`config.mk`:
```
export PLATFORM = sky130hd
export DESIGN_NAME = aarm_queue
export DESIGN_NICKNAME = d
export VERILOG_FILES = /design/src/aarm_pkg.sv /design/src/aarm_queue.sv
export SDC_FILE = /design/constraint.sdc
export NUM_CORES = 1
export LEC_CHECK = 0
export ABC_AREA = 1
export BUFFER_PORTS_ARGS = -buffer_cell sky130_fd_sc_hd__buf_4
export CORE_MARGIN = 5
export CORE_UTILIZATION = 49
export CTS_BUF_LIST = sky130_fd_sc_hd__clkbuf_8
export CTS_CLUSTER_SIZE = 16
export DETAILED_ROUTE_END_ITERATION = 6
export HOLD_SLACK_MARGIN = 0.15
export PLACE_DENSITY_LB_ADDON = 0.25
export SLEW_MARGIN = 40
export SYNTH_ARGS = -nofsm -noshare
export SYNTH_HDL_FRONTEND = slang
export SYNTH_SLANG_ARGS = --single-unit
export TNS_END_PERCENT = 10
```
`constraint.sdc`:
```
create_clock -name i_clk -period 8.3 [get_ports i_clk]
set_input_delay 1.245 -clock i_clk [delete_from_list [all_inputs] [get_ports i_clk]]
set_output_delay 1.245 -clock i_clk [all_outputs]
set_load 0.005 [all_outputs]
```
`src/aarm_pkg.sv`:
```
// shared constants, types and rounding helper for the rotation matrix core
// no dependencies
package aarm_pkg;

    localparam int CORDIC_STEPS = 24;
    localparam int SQRT_STEPS   = 32;
    localparam int DIV_STEPS    = 31;
    localparam int MOD_STEPS    = 6;
    localparam int DIV_LAT      = DIV_STEPS + 1;
    localparam int SC_LAT       = MOD_STEPS + 2 + CORDIC_STEPS;
    localparam int CORE_LAT     = (DIV_LAT > SC_LAT) ? DIV_LAT : SC_LAT;
    localparam int MAT_LAT      = 5;
    localparam int QUEUE_DEPTH  = 4;
    localparam int QPTR_W       = $clog2(QUEUE_DEPTH);
    localparam int LIM_W        = 25;

    localparam logic [59:0]        TWO_PI_Q52 = 60'h06487ED5110B461;
    localparam logic signed [33:0] ONE_Q30    = 34'sh040000000;
    localparam logic signed [33:0] PI_Q30     = 34'sh0C90FDAA2;
    localparam logic signed [33:0] HALF_PI_Q30 = 34'sh06487ED51;
    localparam logic signed [33:0] TWO_PI_Q30 = 34'sh1921FB544;
    localparam logic signed [33:0] GAIN_Q30   = 34'sh026DD3B6A;
    localparam logic signed [31:0] ONE_OUT    = 32'sh40000000;

    localparam logic [31:0] ATAN_Q30 [32] = '{
        32'h3243F6A8, 32'h1DAC6705, 32'h0FADBAFC, 32'h07F56EA6, 32'h03FEAB76,
        32'h01FFD55B, 32'h00FFFAAA, 32'h007FFF55, 32'h003FFFEA, 32'h001FFFFD,
        32'h000FFFFF, 32'h0007FFFF, 32'h0003FFFF, 32'h0001FFFF, 32'h0000FFFF,
        32'h00007FFF, 32'h00003FFF, 32'h00001FFF, 32'h00000FFF, 32'h000007FF,
        32'h000003FF, 32'h000001FF, 32'h000000FF, 32'h0000007F, 32'h0000003F,
        32'h0000001F, 32'h0000000F, 32'h00000008, 32'h00000004, 32'h00000002,
        32'h00000001, 32'h00000000
    };

    // classified item handed from front to back
    typedef struct packed {
        logic signed [31:0] w_x;
        logic signed [31:0] w_y;
        logic signed [31:0] w_z;
        logic [31:0]        theta;
        logic               ident;
    } t_qent;

    // one finished matrix, row-major
    typedef struct packed {
        logic [8:0][31:0] ent;
        logic             ident;
    } t_res;

    // round q.60 product to q.30: add half, floor shift
    function automatic logic signed [37:0] rnd30(input logic signed [67:0] p);
        logic signed [67:0] t;
        t = p + 68'sd536870912;
        return t[67:30];
    endfunction

endpackage

```
`src/aarm_queue.sv`:
```
// short register queue between front and back
// depends on aarm_pkg
module aarm_queue import aarm_pkg::*; (
    input  logic  i_clk,
    input  logic  i_rst_n,
    input  logic  i_push,
    input  t_qent i_entry,
    input  logic  i_pop,
    output t_qent o_entry,
    output logic  o_empty,
    output logic  o_full
);

    t_qent             r_mem [QUEUE_DEPTH];
    logic [QPTR_W-1:0] r_wr, r_rd;
    logic [QPTR_W:0]   r_cnt;

    assign o_entry = r_mem[r_rd];
    assign o_empty = (r_cnt == '0);
    assign o_full  = (r_cnt == (QPTR_W+1)'(QUEUE_DEPTH));

    always_ff @(posedge i_clk) begin
        if (!i_rst_n) begin
            r_wr  <= '0;
            r_rd  <= '0;
            r_cnt <= '0;
        end else begin
            if (i_push) begin
                r_wr <= r_wr + QPTR_W'(1);
            end
            if (i_pop) begin
                r_rd <= r_rd + QPTR_W'(1);
            end
            if (i_push && !i_pop) begin
                r_cnt <= r_cnt + (QPTR_W+1)'(1);
            end else if (i_pop && !i_push) begin
                r_cnt <= r_cnt - (QPTR_W+1)'(1);
            end
        end
    end

    always_ff @(posedge i_clk) begin
        if (i_push) begin
            r_mem[r_wr] <= i_entry;
        end
    end

endmodule

```
; After elaboration in Yosys (flattened, before gate mapping)
; Memory sizes are Yosys's and may differ from the RTL's. A register that Yosys moved wholly into a read port is not among the register bits.
; Cells that the tools add are included.
[word_totals]
ram_bits = 516
latch_bits = 0
word_cells = 21
n_memories = 1
romBits = 0
inputBits = 133
reg_bits = 7
[mem_list]
columns = name, words, word_bits, rd, rd_clocked_by_memory_dff, write_ports, line_no
row1 = r_mem, 4, 129, 1, 1, 1, aarm_queue.sv:14  ; t_qent r_mem [QUEUE_DEPTH];
[classes]
n_reduce_logical = 6
add_sub_neg = 4
n_mux = 6
eq_ne = 1
multipliers = 0
n_shift = 0
n_lt_le_gt_ge = 0
n_bitwise = 0
div_mod_pow = 0
[op_table]
columns = op, count
row1 = two-way mux 3 bit, 2
row2 = adder 2 x 1 -> 2 bit (second input constant), 2
row3 = two-way mux 2 bit, 2
row4 = adder 3 x 1 -> 3 bit (second input constant), 1
row5 = == test 3 bit (second input constant), 1
row6 = zero test 3 bit, 1
row7 = subtractor 3 x 1 -> 3 bit (second input constant), 1
row8 = logical AND 1 bit, 2
row9 = zero test 1 bit, 2
row10 = two-way mux 1 bit, 2
row11 = nonzero test 2 bit, 1

; Depth between registers and ports, before layout
[depth]
word_depth = 4
ltp_mapped = 10

; Worst setup path after synthesis
; OpenSTA, ideal clock, no wires.
[synth_timing]
kind = input -> register
from = input port i_push
to = memory r_mem[0][0] (netlist bit) (enable)
setup_time_ns = 0.482
required_time_ns = 7.818
path_slack_ns = 4.055
t_arrival_ns = 3.764
cell_stages = 2
cell_sequence = nand2_1 -> inv_1
[synth_via]
elab_chain_cells = 2
[synth_lines]
columns = item, line_no
row1 = from (decl), aarm_queue.sv:6  ; input logic i_push,
row2 = two-way mux 1 bit, aarm_queue.sv:43  ; if (i_push) begin
row3 = two-way mux 1 bit (implied by the code), aarm_queue.sv:44  ; r_mem[r_wr] <= i_entry;
row4 = to (decl), aarm_queue.sv:14
; Every way passes these cells.

==> results.py <==
metrics = {
    "run_status": {
        "run_status": "finished, final reports clean",
    },
    "timing": {
        "timing.final.setup_violations": 0,
        "max_slew.worst_pin.slew_ns": 0.8763,
        "post-route-min-period_ns": 4.292,
        "rsz0062_at_grt": "no",
        "timing.final.ws_setup_ns": 4.008,
        "fin_tns_setup_ns": 0,
        "hold_violations": 0,
        "final_critical_path_share_of_the_clock_period_pct": 51.71,
        "drv_slew": 0,
        "maxSlewHeadroom_pct": 41.58,
        "final.setup_skew_ns": 0.01933,
        "maxClockFrequency_mhz": 233.0,
    },
    "layout": {
        "stdcell_count": 2165,
        "design_area_um2": 23280,
        "nNetsFinal": 1720,
        "antennaDiodeCount": 0,
        "flow.area_growth_from_synthesis_pct": 19.07,
        "post_route_cells_drive_above_1_share_pct": 23.23,
    },
    "synthesis": {
        "post_synth_inst_count": 1305,
        "synth.ff_latch_count": 525,
        "synth_common_cells": "edfxtp_1, nor2_1, o21ai_0",
        "synth_sequential_area_ratio_pct": 80.16,
        "synth_top_area_cell": "edfxtp_1",
        "synth.most_common_cell": "edfxtp_1",
        "ys_types": 20,
        "synth_top_area_share_pct": 79.24,
        "postSynthAreaPerCell_um2": 14.98,
        "synth_edf_count": 516,
        "yosysWarnings": 0,
        "mappedNetlistArea_um2": 19560,
        "postSynthNetCount": 1444,
        "ys.flop_type": "edfxtp_1",
        "async_reset_ff_share_pct": 0,
        "post_synth_main_area_contributors": "edfxtp_1, nor2_1, o21ai_0",
    },
    "critical_path": {
        "critical_path_arrival_ns": 3.05,
        "critical-path-max-stage-delay_ns": 0.72,
        "ff2ff_setup_slack_ns": 6.02,
        "crit_required_ns": 7.05,
        "path_max_fanout": 66,
        "nature_of_the_critical_path_endpoint": "output pin",
        "crit_chain": "buf_4 > buf_4 > o21ai_0 > o22ai_1 > buf_4",
        "crit_type": "reg -> out",
        "critPathMostFrequentCell": "buf_4",
        "slowest_stage": "buf_4",
        "worstSetupStartpointType": "flop",
        "worst_r2r_path_depth": 5,
    },
    "placement": {
        "dp.cells": 2019,
        "gp_congestion": 0.7261,
        "detailedPlacementHpwl_um": 22710,
        "postPlaceCellArea_um2": 21800,
        "dp_worst_setup_slack_ns": 4.596,
        "portBuffers": 263,
    },
    "cts": {
        "cts_hold_buf": 0,
        "cts.repair_timing.setup_buffer_count": 0,
        "cts-htree-levels": 3,
        "clk_root_buffer_cell": "clkbuf_8",
        "cts_buffer_depth": 3,
        "number_of_buffers_created_by_cts": 85,
        "postCtsResizedCells": 0,
        "cts_num_sinks": 525,
        "worstSkewPairLatency_ns": 0.63,
        "tritoncts": "yes",
        "clk_pin_slew_worst_paths_ns": 0.06,
    },
    "route": {
        "drt-wirelength-per-cell_um": 19.70,
        "detail-route-antenna-nets": 0,
        "vias_per_cell": 5.359,
        "number_of_vias_after_detailed_routing": 11600,
        "drt_first_pass_iters": 4,
        "detail_route.wirelength_um": 42640,
        "drt_drc_violations_left": 0,
        "drtIter0Drc": 858,
    },
    "die": {
        "die_width_um": 209.8,
        "die-area_um2": 44000,
        "fp.dieH_um": 209.8,
        "row_count": 73,
        "coreArea_um2": 39640,
        "boundaryPins": 264,
        "start_util_pct": 49.33,
    },
    "job": {
        "cap_viol_max_count": 0,
    },
    "min_path": {
        "hold-path-cell-count": 1,
        "min_path_type": "reg -> reg",
    },
    "global_route": {
        "grt_usage_pct": 18.93,
        "initial_antenna_violation_count": 0,
        "grt_start_max_net_pins": 164,
        "first_global_vias": 11490,
        "grt_pass1_wl_um": 65080,
        "grt-ovfl-total": 0,
    },
    "power_and_ir_drop": {
        "power_density_nw_per_um2": 238.8,
        "static-leakage-power_nw": 8.165,
        "irDropWorstVdd_mv": 0.1730,
    },
}
## state kept, by name, indices dropped and copies added (netlist names), named ones only
signal  cells
r_cnt       3
r_rd        2
r_mem     516
r_wr        2
## path summary, 6_finish.rpt
path | endpoint | from
worst max register to register | r_mem[1][45] | r_wr[1]
worst min-delay path | flop | r_rd[1]
worst max-delay path | o_entry[66] | flop
worst min register to register | flop | r_rd[1]
## critical path: cells and delay by family (launching register included)
family / cells / cell delay [ns]
AO/OA/AOI/OAI: 2 / 0.55
flip-flops: 1 / 0.37
buffers and inverters: 3 / 1.48
## where the power goes
| group | switching, W | internal (W) | total [W] |
|---|---|---|---|
| combinational | 0.000318 | 0.000224 | 0.000543 |
| clock | 0.000948 | 0.00101 | 0.00195 |
| sequential | 0.0000282 | 0.00303 | 0.00306 |
## per-layer routing
| metal | GRT usage (%) | vias up | part of all wire (%) |
|---|---|---|---|
| li1 | - | 5500 | - |
| met1 | 25.18 | 5690 | 42 |
| met2 | 30.75 | 365 | 48 |
| met3 | 5.381 | 48 | 8.1 |
| met4 | 5.626 | 0 | 1.4 |
| met5 | 0 | - | 0 |
## logic make-up (layout without fill, tap and decap cells)
group	after synthesis	in the layout	share of synthesized area, %
AO/OA/AOI/OAI	397	397	10.99
adder cells (fa/ha/maj)	6	6	0.4223
buffers and inverters	101	436	3.103
flip-flops	525	525	80.16
AND/OR/NAND/NOR	276	276	5.330
## area by class of cell
class	instances	area (um2)
Multi-Input combinational cell	679	3273
Clock buffer	88	1211
Timing Repair Buffer	273	2085
Clock inverter	58	269.0
Inverter	17	106.4
Fill cell	3098	16360
Tap cell	525	656.9
Sequential cell	525	15680
## layout by cell type, fill, tap and decap left out, types with 2 or more instances in the layout
master | synthesis | routed
clkbuf_8 | 0 | 88
a21oi_1 | 4 | 4
buf_4 | 22 | 266
inv_8 | 0 | 2
nor3_1 | 2 | 2
clkinv_1 | 0 | 22
clkinvlp_4 | 0 | 3
nand2_1 | 9 | 9
buf_6 | 17 | 6
o21ai_0 | 170 | 170
inv_1 | 16 | 35
o22ai_1 | 129 | 129
edfxtp_1 | 516 | 516
ha_1 | 5 | 5
o21ai_1 | 94 | 94
nor2_1 | 263 | 263
inv_6 | 0 | 4
dfxtp_4 | 0 | 2
clkinv_2 | 0 | 7
dfxtp_1 | 9 | 7
## metrics by stage
step,hold WS [ns],util [%],power (W)
2_1_floorplan,0.4115,-,0.003382
3_3_place_gp,0.4151,54.88,0.003652
3_5_place_dp,0.4293,55.00,0.003669
4_1_cts,0.4436,58.74,0.005628
5_1_grt,0.4666,58.74,0.005815
6_report,0.4543,58.74,0.005560
No activity file was read; power rests on OpenSTA's default activity.
